[src/rtl/emr_pkg.sv]
package emr_pkg;

   localparam int MEMBERS      = 8;
   localparam int DATA_WIDTH   = 32;
   localparam int RESULT_WIDTH = DATA_WIDTH + 3;
   localparam int CNT_W        = 4;
   localparam int SEL_W        = 3;
   localparam int CSR_IDX_W    = 2;
   localparam int CSR_DATA_W   = 4;
   // reciprocal division: q = (mag * ceil(2^RECIP_SHIFT / n)) >> RECIP_SHIFT,
   // exact for any magnitude below 2^RESULT_WIDTH and n up to 8
   localparam int RECIP_SHIFT  = RESULT_WIDTH + 3;
   localparam int RECIP_W      = RECIP_SHIFT + 1;
   localparam int MAG_LO_W     = 18;
   localparam int MAG_HI_W     = RESULT_WIDTH - MAG_LO_W;
   localparam int PLO_W        = MAG_LO_W + RECIP_W;
   localparam int PHI_W        = MAG_HI_W + RECIP_W;
   localparam int PROD_W       = RESULT_WIDTH + RECIP_W;

   typedef enum logic [2:0] {
      MODE_SUM     = 3'd0,
      MODE_MEAN    = 3'd1,
      MODE_ANOMALY = 3'd2,
      MODE_MIN     = 3'd3,
      MODE_MAX     = 3'd4,
      MODE_SELECT  = 3'd5
   } mode_type;

   localparam logic [CSR_IDX_W-1:0] CSR_MODE = 2'd0;
   localparam logic [CSR_IDX_W-1:0] CSR_NUM  = 2'd1;
   localparam logic [CSR_IDX_W-1:0] CSR_SEL  = 2'd2;

   typedef struct packed {
      logic signed [DATA_WIDTH-1:0] member_0;
      logic signed [DATA_WIDTH-1:0] member_1;
      logic signed [DATA_WIDTH-1:0] member_2;
      logic signed [DATA_WIDTH-1:0] member_3;
      logic signed [DATA_WIDTH-1:0] member_4;
      logic signed [DATA_WIDTH-1:0] member_5;
      logic signed [DATA_WIDTH-1:0] member_6;
      logic signed [DATA_WIDTH-1:0] member_7;
      logic signed [DATA_WIDTH-1:0] prior_value;
      logic                         last_point;
   } req_type;

   typedef struct packed {
      logic signed [RESULT_WIDTH-1:0] result;
      logic                           last_out;
   } rsp_type;

   // effective configuration, already clamped
   typedef struct packed {
      mode_type         mode;
      logic [CNT_W-1:0] count;
      logic [SEL_W-1:0] sel;
   } cfg_type;

   // reduction results handed from the tree to the divider
   typedef struct packed {
      logic signed [RESULT_WIDTH-1:0] acc;
      logic signed [DATA_WIDTH-1:0]   extreme;
      logic signed [DATA_WIDTH-1:0]   picked;
      logic signed [DATA_WIDTH-1:0]   prior;
      logic                           last;
      mode_type                       mode;
      logic [CNT_W-1:0]               count;
   } red_type;

   function automatic logic [RECIP_W-1:0] recip(input logic [CNT_W-1:0] n);
      logic [RECIP_W-1:0] r;
      case (n)
         4'd2:    r = 39'd137438953472;
         4'd3:    r = 39'd91625968982;
         4'd4:    r = 39'd68719476736;
         4'd5:    r = 39'd54975581389;
         4'd6:    r = 39'd45812984491;
         4'd7:    r = 39'd39268272421;
         4'd8:    r = 39'd34359738368;
         default: r = 39'd274877906944;
      endcase
      return r;
   endfunction

endpackage

[src/rtl/emr_cfg.sv]
module emr_cfg import emr_pkg::*; (
   input  logic                  clock,
   input  logic                  reset,
   input  logic                  csr_valid,
   input  logic [CSR_IDX_W-1:0]  csr_index,
   input  logic [CSR_DATA_W-1:0] csr_data,
   output cfg_type               cfg
);

   mode_type         mode_ff;
   logic [CNT_W-1:0] num_ff;
   logic [SEL_W-1:0] sel_ff;
   logic [CNT_W-1:0] count;

   always_ff @(posedge clock) begin
      if (reset) begin
         mode_ff <= MODE_SUM;
         num_ff  <= CNT_W'(MEMBERS);
         sel_ff  <= '0;
      end else if (csr_valid) begin
         case (csr_index)
            CSR_MODE: mode_ff <= mode_type'(csr_data[2:0]);
            CSR_NUM:  num_ff  <= csr_data;
            CSR_SEL:  sel_ff  <= csr_data[SEL_W-1:0];
            default:  ;
         endcase
      end
   end

   // zero counts as one member, anything above the lane count saturates
   always_comb begin
      if (num_ff == '0) begin
         count = CNT_W'(1);
      end else if (num_ff > CNT_W'(MEMBERS)) begin
         count = CNT_W'(MEMBERS);
      end else begin
         count = num_ff;
      end
      cfg.mode  = mode_ff;
      cfg.count = count;
      if (CNT_W'(sel_ff) >= count) begin
         cfg.sel = SEL_W'(count - CNT_W'(1));
      end else begin
         cfg.sel = sel_ff;
      end
   end

endmodule

[src/rtl/emr_tree.sv]
module emr_tree import emr_pkg::*; (
   input  logic    clock,
   input  logic    reset,
   input  cfg_type cfg,
   input  logic    in_valid,
   output logic    in_ready,
   input  req_type in_data,
   output logic    out_valid,
   input  logic    out_ready,
   output red_type out_data
);

   localparam int L1 = MEMBERS / 2;
   localparam int L2 = MEMBERS / 4;

   logic signed [DATA_WIDTH-1:0] lane [MEMBERS];

   // stage 1
   logic                         v1_ff;
   logic signed [DATA_WIDTH:0]   sum1_ff [L1];
   logic signed [DATA_WIDTH:0]   sum1_in [L1];
   logic signed [DATA_WIDTH-1:0] ext1_ff [L1];
   logic signed [DATA_WIDTH-1:0] ext1_in [L1];
   red_type                      c1_ff;
   red_type                      c1_in;
   // stage 2
   logic                         v2_ff;
   logic signed [DATA_WIDTH+1:0] sum2_ff [L2];
   logic signed [DATA_WIDTH+1:0] sum2_in [L2];
   logic signed [DATA_WIDTH-1:0] ext2_ff [L2];
   logic signed [DATA_WIDTH-1:0] ext2_in [L2];
   red_type                      c2_ff;
   // stage 3
   logic                         v3_ff;
   red_type                      c3_ff;
   red_type                      c3_in;

   logic en1, en2, en3;

   assign en3      = !v3_ff || out_ready;
   assign en2      = !v2_ff || en3;
   assign en1      = !v1_ff || en2;
   assign in_ready = en1;

   assign lane[0] = in_data.member_0;
   assign lane[1] = in_data.member_1;
   assign lane[2] = in_data.member_2;
   assign lane[3] = in_data.member_3;
   assign lane[4] = in_data.member_4;
   assign lane[5] = in_data.member_5;
   assign lane[6] = in_data.member_6;
   assign lane[7] = in_data.member_7;

   // idle lanes add zero and repeat member 0 for min/max
   always_comb begin
      logic signed [DATA_WIDTH-1:0] sa, sb, ma, mb;
      for (int l = 0; l < L1; l++) begin
         sa = (CNT_W'(2*l)   < cfg.count) ? lane[2*l]   : '0;
         sb = (CNT_W'(2*l+1) < cfg.count) ? lane[2*l+1] : '0;
         ma = (CNT_W'(2*l)   < cfg.count) ? lane[2*l]   : lane[0];
         mb = (CNT_W'(2*l+1) < cfg.count) ? lane[2*l+1] : lane[0];
         sum1_in[l] = {sa[DATA_WIDTH-1], sa} + {sb[DATA_WIDTH-1], sb};
         if (cfg.mode == MODE_MIN) begin
            ext1_in[l] = (mb < ma) ? mb : ma;
         end else begin
            ext1_in[l] = (mb > ma) ? mb : ma;
         end
      end
      c1_in         = '0;
      c1_in.picked  = lane[cfg.sel];
      c1_in.prior   = in_data.prior_value;
      c1_in.last    = in_data.last_point;
      c1_in.mode    = cfg.mode;
      c1_in.count   = cfg.count;
   end

   always_comb begin
      for (int l = 0; l < L2; l++) begin
         sum2_in[l] = {sum1_ff[2*l][DATA_WIDTH], sum1_ff[2*l]}
                    + {sum1_ff[2*l+1][DATA_WIDTH], sum1_ff[2*l+1]};
         if (c1_ff.mode == MODE_MIN) begin
            ext2_in[l] = (ext1_ff[2*l+1] < ext1_ff[2*l]) ? ext1_ff[2*l+1] : ext1_ff[2*l];
         end else begin
            ext2_in[l] = (ext1_ff[2*l+1] > ext1_ff[2*l]) ? ext1_ff[2*l+1] : ext1_ff[2*l];
         end
      end
   end

   always_comb begin
      c3_in     = c2_ff;
      c3_in.acc = {sum2_ff[0][DATA_WIDTH+1], sum2_ff[0]}
                + {sum2_ff[1][DATA_WIDTH+1], sum2_ff[1]};
      if (c2_ff.mode == MODE_MIN) begin
         c3_in.extreme = (ext2_ff[1] < ext2_ff[0]) ? ext2_ff[1] : ext2_ff[0];
      end else begin
         c3_in.extreme = (ext2_ff[1] > ext2_ff[0]) ? ext2_ff[1] : ext2_ff[0];
      end
   end

   always_ff @(posedge clock) begin
      if (reset) begin
         v1_ff <= 1'b0;
         v2_ff <= 1'b0;
         v3_ff <= 1'b0;
      end else begin
         if (en1) v1_ff <= in_valid;
         if (en2) v2_ff <= v1_ff;
         if (en3) v3_ff <= v2_ff;
      end
   end

   always_ff @(posedge clock) begin
      if (en1) begin
         sum1_ff <= sum1_in;
         ext1_ff <= ext1_in;
         c1_ff   <= c1_in;
      end
      if (en2) begin
         sum2_ff <= sum2_in;
         ext2_ff <= ext2_in;
         c2_ff   <= c1_ff;
      end
      if (en3) begin
         c3_ff <= c3_in;
      end
   end

   assign out_valid = v3_ff;
   assign out_data  = c3_ff;

endmodule

[src/rtl/emr_div.sv]
module emr_div import emr_pkg::*; (
   input  logic    clock,
   input  logic    reset,
   input  logic    in_valid,
   output logic    in_ready,
   input  red_type in_data,
   output logic    out_valid,
   input  logic    out_ready,
   output rsp_type out_data
);

   typedef struct packed {
      logic signed [RESULT_WIDTH-1:0] fixed;
      logic signed [DATA_WIDTH-1:0]   prior;
      logic                           last;
      mode_type                       mode;
      logic                           neg;
   } side_type;

   // stage 4: magnitude and reciprocal
   logic                      v4_ff;
   logic [RESULT_WIDTH-1:0]   mag_ff;
   logic [RESULT_WIDTH-1:0]   mag_in;
   logic [RECIP_W-1:0]        rcp_ff;
   side_type                  s4_ff;
   side_type                  s4_in;
   // stage 5: partial products
   logic                      v5_ff;
   logic [PLO_W-1:0]          plo_ff;
   logic [PLO_W-1:0]          plo_in;
   logic [PHI_W-1:0]          phi_ff;
   logic [PHI_W-1:0]          phi_in;
   side_type                  s5_ff;
   // stage 6: quotient magnitude
   logic                      v6_ff;
   logic [PROD_W-1:0]         prod;
   logic [RESULT_WIDTH-1:0]   quo_ff;
   side_type                  s6_ff;
   // stage 7: output register
   logic                      v7_ff;
   rsp_type                   out_ff;
   rsp_type                   out_in;

   logic en4, en5, en6, en7;

   assign en7      = !v7_ff || out_ready;
   assign en6      = !v6_ff || en7;
   assign en5      = !v5_ff || en6;
   assign en4      = !v4_ff || en5;
   assign in_ready = en4;

   always_comb begin
      s4_in.prior = in_data.prior;
      s4_in.last  = in_data.last;
      s4_in.mode  = in_data.mode;
      s4_in.neg   = in_data.acc[RESULT_WIDTH-1];
      mag_in      = s4_in.neg ? RESULT_WIDTH'(-in_data.acc) : RESULT_WIDTH'(in_data.acc);
      case (in_data.mode)
         MODE_SUM:             s4_in.fixed = in_data.acc;
         MODE_MIN, MODE_MAX:   s4_in.fixed = RESULT_WIDTH'(in_data.extreme);
         MODE_SELECT:          s4_in.fixed = RESULT_WIDTH'(in_data.picked);
         default:              s4_in.fixed = '0;
      endcase
   end

   assign plo_in = PLO_W'(mag_ff[MAG_LO_W-1:0]) * PLO_W'(rcp_ff);
   assign phi_in = PHI_W'(mag_ff[RESULT_WIDTH-1:MAG_LO_W]) * PHI_W'(rcp_ff);
   assign prod   = PROD_W'(plo_ff) + {phi_ff, {MAG_LO_W{1'b0}}};

   // mean truncates toward zero: apply the sign to the magnitude quotient
   always_comb begin
      logic signed [RESULT_WIDTH-1:0] pr;
      pr              = RESULT_WIDTH'(s6_ff.prior);
      out_in.last_out = s6_ff.last;
      case (s6_ff.mode)
         MODE_MEAN:    out_in.result = s6_ff.neg ? -quo_ff : quo_ff;
         MODE_ANOMALY: out_in.result = s6_ff.neg ? pr + quo_ff : pr - quo_ff;
         default:      out_in.result = s6_ff.fixed;
      endcase
   end

   always_ff @(posedge clock) begin
      if (reset) begin
         v4_ff <= 1'b0;
         v5_ff <= 1'b0;
         v6_ff <= 1'b0;
         v7_ff <= 1'b0;
      end else begin
         if (en4) v4_ff <= in_valid;
         if (en5) v5_ff <= v4_ff;
         if (en6) v6_ff <= v5_ff;
         if (en7) v7_ff <= v6_ff;
      end
   end

   always_ff @(posedge clock) begin
      if (en4) begin
         mag_ff <= mag_in;
         rcp_ff <= recip(in_data.count);
         s4_ff  <= s4_in;
      end
      if (en5) begin
         plo_ff <= plo_in;
         phi_ff <= phi_in;
         s5_ff  <= s4_ff;
      end
      if (en6) begin
         quo_ff <= prod[PROD_W-2:RECIP_SHIFT];
         s6_ff  <= s5_ff;
      end
      if (en7) begin
         out_ff <= out_in;
      end
   end

   assign out_valid = v7_ff;
   assign out_data  = out_ff;

endmodule

[src/rtl/ensemble_member_reduction.sv]
// Ensemble member reduction: one grid point in, one reduced value out.
// Throughput: one item per cycle while rsp_stall is low; seven pipeline
// registers, each with its own valid bit, so bubbles close up and a stalled
// output still lets items in while any stage is empty. Reset: synchronous,
// active high; clears all valid bits and loads mode sum, eight members,
// selected member 0.
module ensemble_member_reduction import emr_pkg::*; (
   input  logic                  clock,
   input  logic                  reset,
   // input items
   input  logic                  req_valid,
   output logic                  req_stall,
   input  req_type               req_data,
   // result items
   output logic                  rsp_valid,
   input  logic                  rsp_stall,
   output rsp_type               rsp_data,
   // register writes
   input  logic                  csr_valid,
   output logic                  csr_ready,
   input  logic [CSR_IDX_W-1:0]  csr_index,
   input  logic [CSR_DATA_W-1:0] csr_data
);

   cfg_type cfg;
   red_type red;
   logic    red_valid;
   logic    red_ready;
   logic    tree_ready;

   // registers are always writable; software must write them only while idle, the block does not enforce it
   assign csr_ready = 1'b1;

   // register file: holds mode, member count and selection, and clamps
   // count to 1..8 and selection to the active range
   emr_cfg u_cfg (
      .clock     (clock),
      .reset     (reset),
      .csr_valid (csr_valid),
      .csr_index (csr_index),
      .csr_data  (csr_data),
      .cfg       (cfg)
   );

   // stages 1-3: masked lanes, pairwise sum and min/max tree, member pick
   emr_tree u_tree (
      .clock     (clock),
      .reset     (reset),
      .cfg       (cfg),
      .in_valid  (req_valid),
      .in_ready  (tree_ready),
      .in_data   (req_data),
      .out_valid (red_valid),
      .out_ready (red_ready),
      .out_data  (red)
   );

   // stages 4-7: divide the sum by the member count through a reciprocal
   // multiply split in two partial products, then sign, anomaly and mode
   // select into the output register
   emr_div u_div (
      .clock     (clock),
      .reset     (reset),
      .in_valid  (red_valid),
      .in_ready  (red_ready),
      .in_data   (red),
      .out_valid (rsp_valid),
      .out_ready (!rsp_stall),
      .out_data  (rsp_data)
   );

   assign req_stall = !tree_ready;

endmodule

[config.mk]
export PLATFORM = sky130hd
export DESIGN_NAME = ensemble_member_reduction
export DESIGN_NICKNAME = d
export VERILOG_FILES = /design/src/rtl/emr_pkg.sv /design/src/rtl/emr_cfg.sv /design/src/rtl/emr_tree.sv /design/src/rtl/emr_div.sv /design/src/rtl/ensemble_member_reduction.sv
export SDC_FILE = /design/constraint.sdc
export NUM_CORES = 2
export LEC_CHECK = 0
export ABC_AREA = 1
export BUFFER_PORTS_ARGS = -buffer_cell sky130_fd_sc_hd__buf_2
export CAP_MARGIN = 20
export CORE_UTILIZATION = 48
export CTS_BUF_LIST = sky130_fd_sc_hd__clkbuf_16
export CTS_CLUSTER_DIAMETER = 30
export CTS_CLUSTER_SIZE = 30
export DETAILED_ROUTE_END_ITERATION = 6
export PLACE_DENSITY = 0.62
export SLEW_MARGIN = 20
export SYNTH_ARGS = -nofsm -noshare
export SYNTH_HDL_FRONTEND = slang
export SYNTH_SLANG_ARGS = --single-unit
[constraint.sdc]
create_clock -name clock -period 43.1 [get_ports clock]
set_input_delay 4.31 -clock clock [delete_from_list [all_inputs] [get_ports clock]]
set_output_delay 4.31 -clock clock [all_outputs]
set_load 0.02 [all_outputs]
# Word-level counts from Yosys, hierarchy flattened
# Cells that the tools add are included.
# Widths: inputs -> output; s select.
[totals]
register_bits = 1165
latch_bits = 0
ram_bits = 0
rom_bits = 0
inputBits = 300
output_inout_bits = 39
wordCells = 191
n_memories = 0
[classes]
addsub = 13
multipliers = 2
div_mod_pow = 0
n_lt_le_gt_ge = 25
eq_ne = 17
shifts = 0
n_mux = 48
n_bitwise = 1
n_reduce_logical = 23
[op_table]
columns = ["cell", "n"]
rows = [
  ["$mux 32", 38],
  ["$pmux 39 s7", 1],
  ["$gt 32x32->1", 7],
  ["$lt 32x32->1", 7],
  ["$add 32x32->33", 4],
  ["$pmux 35 s3", 1],
  ["$bmux 32 s3", 1],
  ["$add 57x73->73", 1],
  ["$mux 35", 2],
  ["$neg 35->35", 2],
  ["$pmux 35 s2", 1],
  ["$add 33x33->34", 2],
  ["$mul 18x39->57", 1],
  ["$mul 17x39->55", 1],
  ["$add 34x34->35", 1],
  ["$add 35x35->35", 1],
  ["$sub 35x35->35", 1],
  ["$mux 34", 1],
  ["$eq 4x3->1 const B", 4],
  ["$lt 3x4->1 const A", 4],
  ["$eq 3x2->1 const B", 5],
  ["$logic_not 1->1", 9],
  ["$eq 4x2->1 const B", 2],
  ["$lt 1x4->1 const A", 2],
  ["other kinds (19)", 30],
]

# Depth between registers and ports, before layout
[depth]
depth_word = 9
ltp_mapped = 29
ltp_nobuf = 27

# Cells and area by module
# From an unflattened synthesis, not the netlist that was laid out.
[unflattened]
hier_cells = 13522
area_unflattened_um2 = 107506.9
[by_module_without_submodules]
columns = ["mod", "n_inst", "cells_per_inst", "area_per_inst_um2", "seq_area_each_um2"]
rows = [
  ["emr_tree", 1, 7156, 54000.5, 20329.5],
  ["emr_div", 1, 6278, 52914.5, 12962.4],
  ["emr_cfg", 1, 84, 573.0, 200.2],
  ["ensemble_member_reduction", 1, 4, 18.8, 0.0],
]

# Worst setup path before layout
# OpenSTA, ideal clock, no wires.
[synth_timing]
path_type = "input port to flip-flop"
from = "input port rsp_stall"
to = "register u_tree.c1_ff[0] (netlist name) (enable)"
setup_time_ns = 0.658
arrival_time_ns = 27.955
required_time_ns = 42.442
path_slack_ns = 14.487
path_stages = 13
path_buffers = 0
cell_sequence = "nand2_1 > nor2_1 > inv_1 > nor2_1 > inv_1 > nor2_1 > inv_1 > nor2_1 > inv_1 > nor2_1 > inv_1 > nor2_1 > inv_1"
[synth_between]
elab_chain_cells = 8
[synth_lines]
columns = ["item", "line", "source"]
rows = [
  ["from (decl)", "ensemble_member_reduction.sv:16", "input logic rsp_stall,"],
  ["$logic_not 1->1", "ensemble_member_reduction.sv:68", ".out_ready (!rsp_stall),"],
  ["$logic_or 1x1->1", "emr_div.sv:46", "assign en7 = !v7_ff || out_ready;"],
  ["$logic_or 1x1->1", "emr_div.sv:47", "assign en6 = !v6_ff || en7;"],
  ["net u_div.en6", "emr_div.sv:44", "logic en4, en5, en6, en7;"],
  ["$logic_or 1x1->1", "emr_div.sv:48", "assign en5 = !v5_ff || en6;"],
  ["net u_div.en5", "emr_div.sv:44", ""],
  ["$logic_or 1x1->1", "emr_div.sv:49", "assign en4 = !v4_ff || en5;"],
  ["net red_ready", "ensemble_member_reduction.sv:28", "logic red_ready;"],
  ["$logic_or 1x1->1", "emr_tree.sv:40", "assign en3 = !v3_ff || out_ready;"],
  ["net u_tree.en3", "emr_tree.sv:38", "logic en1, en2, en3;"],
  ["$logic_or 1x1->1", "emr_tree.sv:41", "assign en2 = !v2_ff || en3;"],
  ["net u_tree.en2", "emr_tree.sv:38", ""],
  ["$logic_or 1x1->1", "emr_tree.sv:42", "assign en1 = !v1_ff || en2;"],
  ["to (signal assigned)", "emr_tree.sv:116", "c1_ff <= c1_in;"],
  ["to (decl)", "emr_tree.sv:24", "red_type c1_ff;"],
]
# The timed path passes the listed nets, and every way through them passes these cells.
# A chain may end at the register's enable or synchronous reset.

# Worst setup path in the final report
[layout_timing]
from = "input port rsp_stall"
to = "output port req_stall"
[layout_between]
elab_chain_cells = 9
[layout_lines]
columns = ["item", "line", "source"]
rows = [
  ["$logic_not 1->1", "ensemble_member_reduction.sv:68", ""],
  ["$logic_or 1x1->1", "emr_div.sv:46", ""],
  ["net u_div.en7", "emr_div.sv:44", ""],
  ["$logic_or 1x1->1", "emr_div.sv:47", ""],
  ["net u_div.en6", "emr_div.sv:44", ""],
  ["$logic_or 1x1->1", "emr_div.sv:48", ""],
  ["net u_div.en5", "emr_div.sv:44", ""],
  ["$logic_or 1x1->1", "emr_div.sv:49", ""],
  ["net red_ready", "ensemble_member_reduction.sv:28", ""],
  ["$logic_or 1x1->1", "emr_tree.sv:40", ""],
  ["net u_tree.en3", "emr_tree.sv:38", ""],
  ["$logic_or 1x1->1", "emr_tree.sv:41", ""],
  ["net u_tree.en2", "emr_tree.sv:38", ""],
  ["$logic_or 1x1->1", "emr_tree.sv:42", ""],
  ["$logic_not 1->1", "ensemble_member_reduction.sv:72", "assign req_stall = !tree_ready;"],
  ["to (decl)", "ensemble_member_reduction.sv:12", "output logic req_stall,"],
]
# The timed path passes the listed nets, and every way through them passes these cells.

==> run_results.csv <==
group,metric,value,unit
power,power_leakage,59.5,nW
clock_network,cts_setup_buffers,0,
global_route,grt_max_degree,126,
power,powerDensity,56.2,nW/um^2
route,drcViolationCount,0,
placed_design,gp_congestion,1.10,
layout,nets,15600,
clock_network,cts_buffers,225,
route,wire_per_inst,25.9,um
yosys,synth_cell_types,56,
timing,max_slew_margin,5.14,%
yosys,ys_ff_latch,1121,
layout,multi_input_area,62100,um^2
global_route,grtUsageMet1,44.8,%
hold_path,hold_path_depth,0,
power,ir_drop,0.0434,mV
global_route,met2_usage,61.0,%
layout,most-common-layout-cells,"nand2_1 (2,860), inv_1 (2,649), nor2_1 (1,131)",
global_route,grt_busiest_layer,"met2",
route,drt-total-wl,440000,um
clock_network,cts-root-buf,"clkbuf_16",
global_route,grt_pass1_wl,630000,um
power,p_total,6.76,mW
clock_network,clk_pin_slew,0.05,ns
layout,drive_gt1_share,6.62,%
clock_network,cts_tree,"done",
yosys,postSynthCellCount,13500,
worst_setup_path,critPathMaxFanout,96,
yosys,syn_avg_cell_area,7.95,um^2
global_route,grt_use_met3,7.37,%
outcome,status,"completed",
yosys,async_reset_ff_share,0,%
worst_setup_path,crit_type,"primary input to output pin",
yosys,synth-edff-count,1104,
global_route,antenna_found_initial,50,
route,drtIter0Drc,10000,
route,ant_nets,0,
hold_path,hp-class,"register to register",
timing,final_hold_viol_count,0,
floorplan,start_util,48.3,%
layout,syn_to_final_growth,11.9,%
route,vias,96300,
worst_setup_path,r2r_cells,16,
timing,clock.fmax,73.6,MHz
worst_setup_path,cp.required,38.79,ns
clock_network,ctsHoldBuffers,0,
global_route,grt_pass1_vias,95300,
timing,layout_setup_ws,29.52,ns
worst_setup_path,arrival,9.27,ns
clock_network,cts_resized,0,
worst_setup_path,start_kind,"primary input",
route,viasPerCell,5.67,
global_route,globalRouteTotalUtil,38.8,%
global_route,gr-total-overflow,0,
layout,fillers,21000,
placed_design,hpwl,363000,um
floorplan,row_count,173,
yosys,synth_nets,15300,
placed_design,port_buffers,337,
layout,regArea,33500,um^2
clock_network,cts_max_level,4,
timing,tns,0,ns
route,dr.pass1.iters,7,
worst_setup_path,endpoint_kind,"output pin",
floorplan,ios,339,
layout,fin_area,120000,um^2
timing,rsz0062_at_grt,"false",
clock_network,cts_buffer_depth,3,
clock_network,clk_latency,0.92,ns
floorplan,core,222000,um^2
job,cap_violations,0,
yosys,ys_warn_count,0,
floorplan,dieArea,226000,um^2
clock_network,cts.sinks,1121,
layout,utilization,54.1,%
yosys,ys_dominant_reg_cell,"edfxtp_1",
timing,skew,0.134,ns
timing,maxSlewViolCount,0,
timing,tightest_slew,1.42,ns
timing,setup_violations,0,
placed_design,pre_cts_ws,29.34,ns
floorplan,die_y,475,um
floorplan,die_x,475,um
yosys,yosysSeqAreaShare,31.2,%
timing,final.min_clock_period,13.58,ns
placed_design,place_area,112000,um^2
layout,final_common_cell,"nand2_1",
timing,period_share,31.5,%
yosys,syn_area,107000,um^2
-- layer usage --
layer	part of all wire, %	vias to the layer above
met4	11	18
li1	-	44200
met2	45	4950
met1	36	45800
met3	8.1	1323
met5	0.028	-
-- synth_stat cells, types with 163 or more instances --
cell / n / area share, %
fa_1: 759 / 14
xor2_1: 246 / 2.0
nor2_1: 1134 / 4.0
a21oi_1: 721 / 3.4
clkbuf_1: 223 / 0.78
o21bai_1: 165 / 1.2
ha_1: 792 / 9.2
nand3_1: 962 / 4.5
inv_1: 2643 / 9.2
o211ai_1: 163 / 1.1
edfxtp_1: 1104 / 31
nand4_1: 317 / 1.8
o21ai_0: 478 / 2.2
nand2_1: 2870 / 10
-- path summary, 6_finish.rpt --
kind	slack, ns	endpoint	start
worst max-delay path	29.52	req_stall	rsp_stall
worst min-delay path	0.33	u_tree.out_data[53]$_DFFE_PP_	u_tree.c2_ff[53]$_DFFE_PP_
worst max register to register	34.71	u_tree.sum1_ff[87]$_DFFE_PN_	u_div.out_valid$_SDFFE_PP0P_
worst min register to register	0.33	u_tree.out_data[53]$_DFFE_PP_	u_tree.c2_ff[53]$_DFFE_PP_
-- worst max-delay path, cell delays in order --
cell and delay, ns:
buf_2 0.10, nand2_2 0.59, nor2_1 0.17, inv_4 0.39
nor2_1 0.16, inv_6 0.65, nor2_1 0.17, inv_4 0.60
nor2_1 0.20, inv_6 0.55, nor2_1 0.24, inv_8 0.44
nor2_1 0.30, buf_2 0.25
-- area by class of cell --
type | instances | area share [%]
Tap cell | 2975 | 3.10
Timing Repair Buffer | 429 | 2.01
Multi-Input combinational cell | 9243 | 51.6
Sequential cell | 1121 | 27.9
Inverter | 2706 | 8.48
Clock buffer | 225 | 4.69
Antenna cell | 69 | 0.144
Clock inverter | 203 | 2.07
-- through the flow --
step	hold WS, ns	cells
6_report	0.329	17000
5_1_grt	0.350	17000
4_1_cts	0.336	16900
3_5_place_dp	0.405	16500
3_3_place_gp	0.401	16500
2_1_floorplan	0.400	13500
-- logic make-up (layout without fill, tap and decap cells) --
group / after synthesis / in the layout / synth area share, %
xor+xnor: 363 / 363 / 2.96
simple gates: 5460 / 5460 / 21.3
fa+ha+maj: 1551 / 1551 / 23.4
other cells: 1 / 70 / 0.00349
buf+inv: 3133 / 3563 / 11.2
flops: 1121 / 1121 / 31.2
compound gates: 1868 / 1868 / 10.0
-- where the power goes --
group          switching, mW  internal (mW)
Sequential             0.334           1.68
Clock                  0.642           1.17
Combinational           2.05          0.883
Total                   3.02           3.73
-- sequential cells by signal (all words and copies together), names as in the netlist, 3 cells and up --
signal           count
u_tree.ext2_ff      64
u_div.s6_ff         71
u_tree.c1_ff        72
u_cfg.num_ff         4
u_div.rcp_ff        13
u_div.out_data      36
u_cfg.mode_ff        3
u_div.s5_ff         72
u_div.quo_ff        35
u_tree.out_data    139
u_tree.c2_ff        72
u_div.s4_ff         72
u_tree.ext1_ff     128
u_div.phi_ff        55
u_div.mag_ff        35
u_div.plo_ff        39
u_tree.sum1_ff     132
u_tree.sum2_ff      68
u_cfg.sel_ff         3
Power figures use the tool's default switching activity.
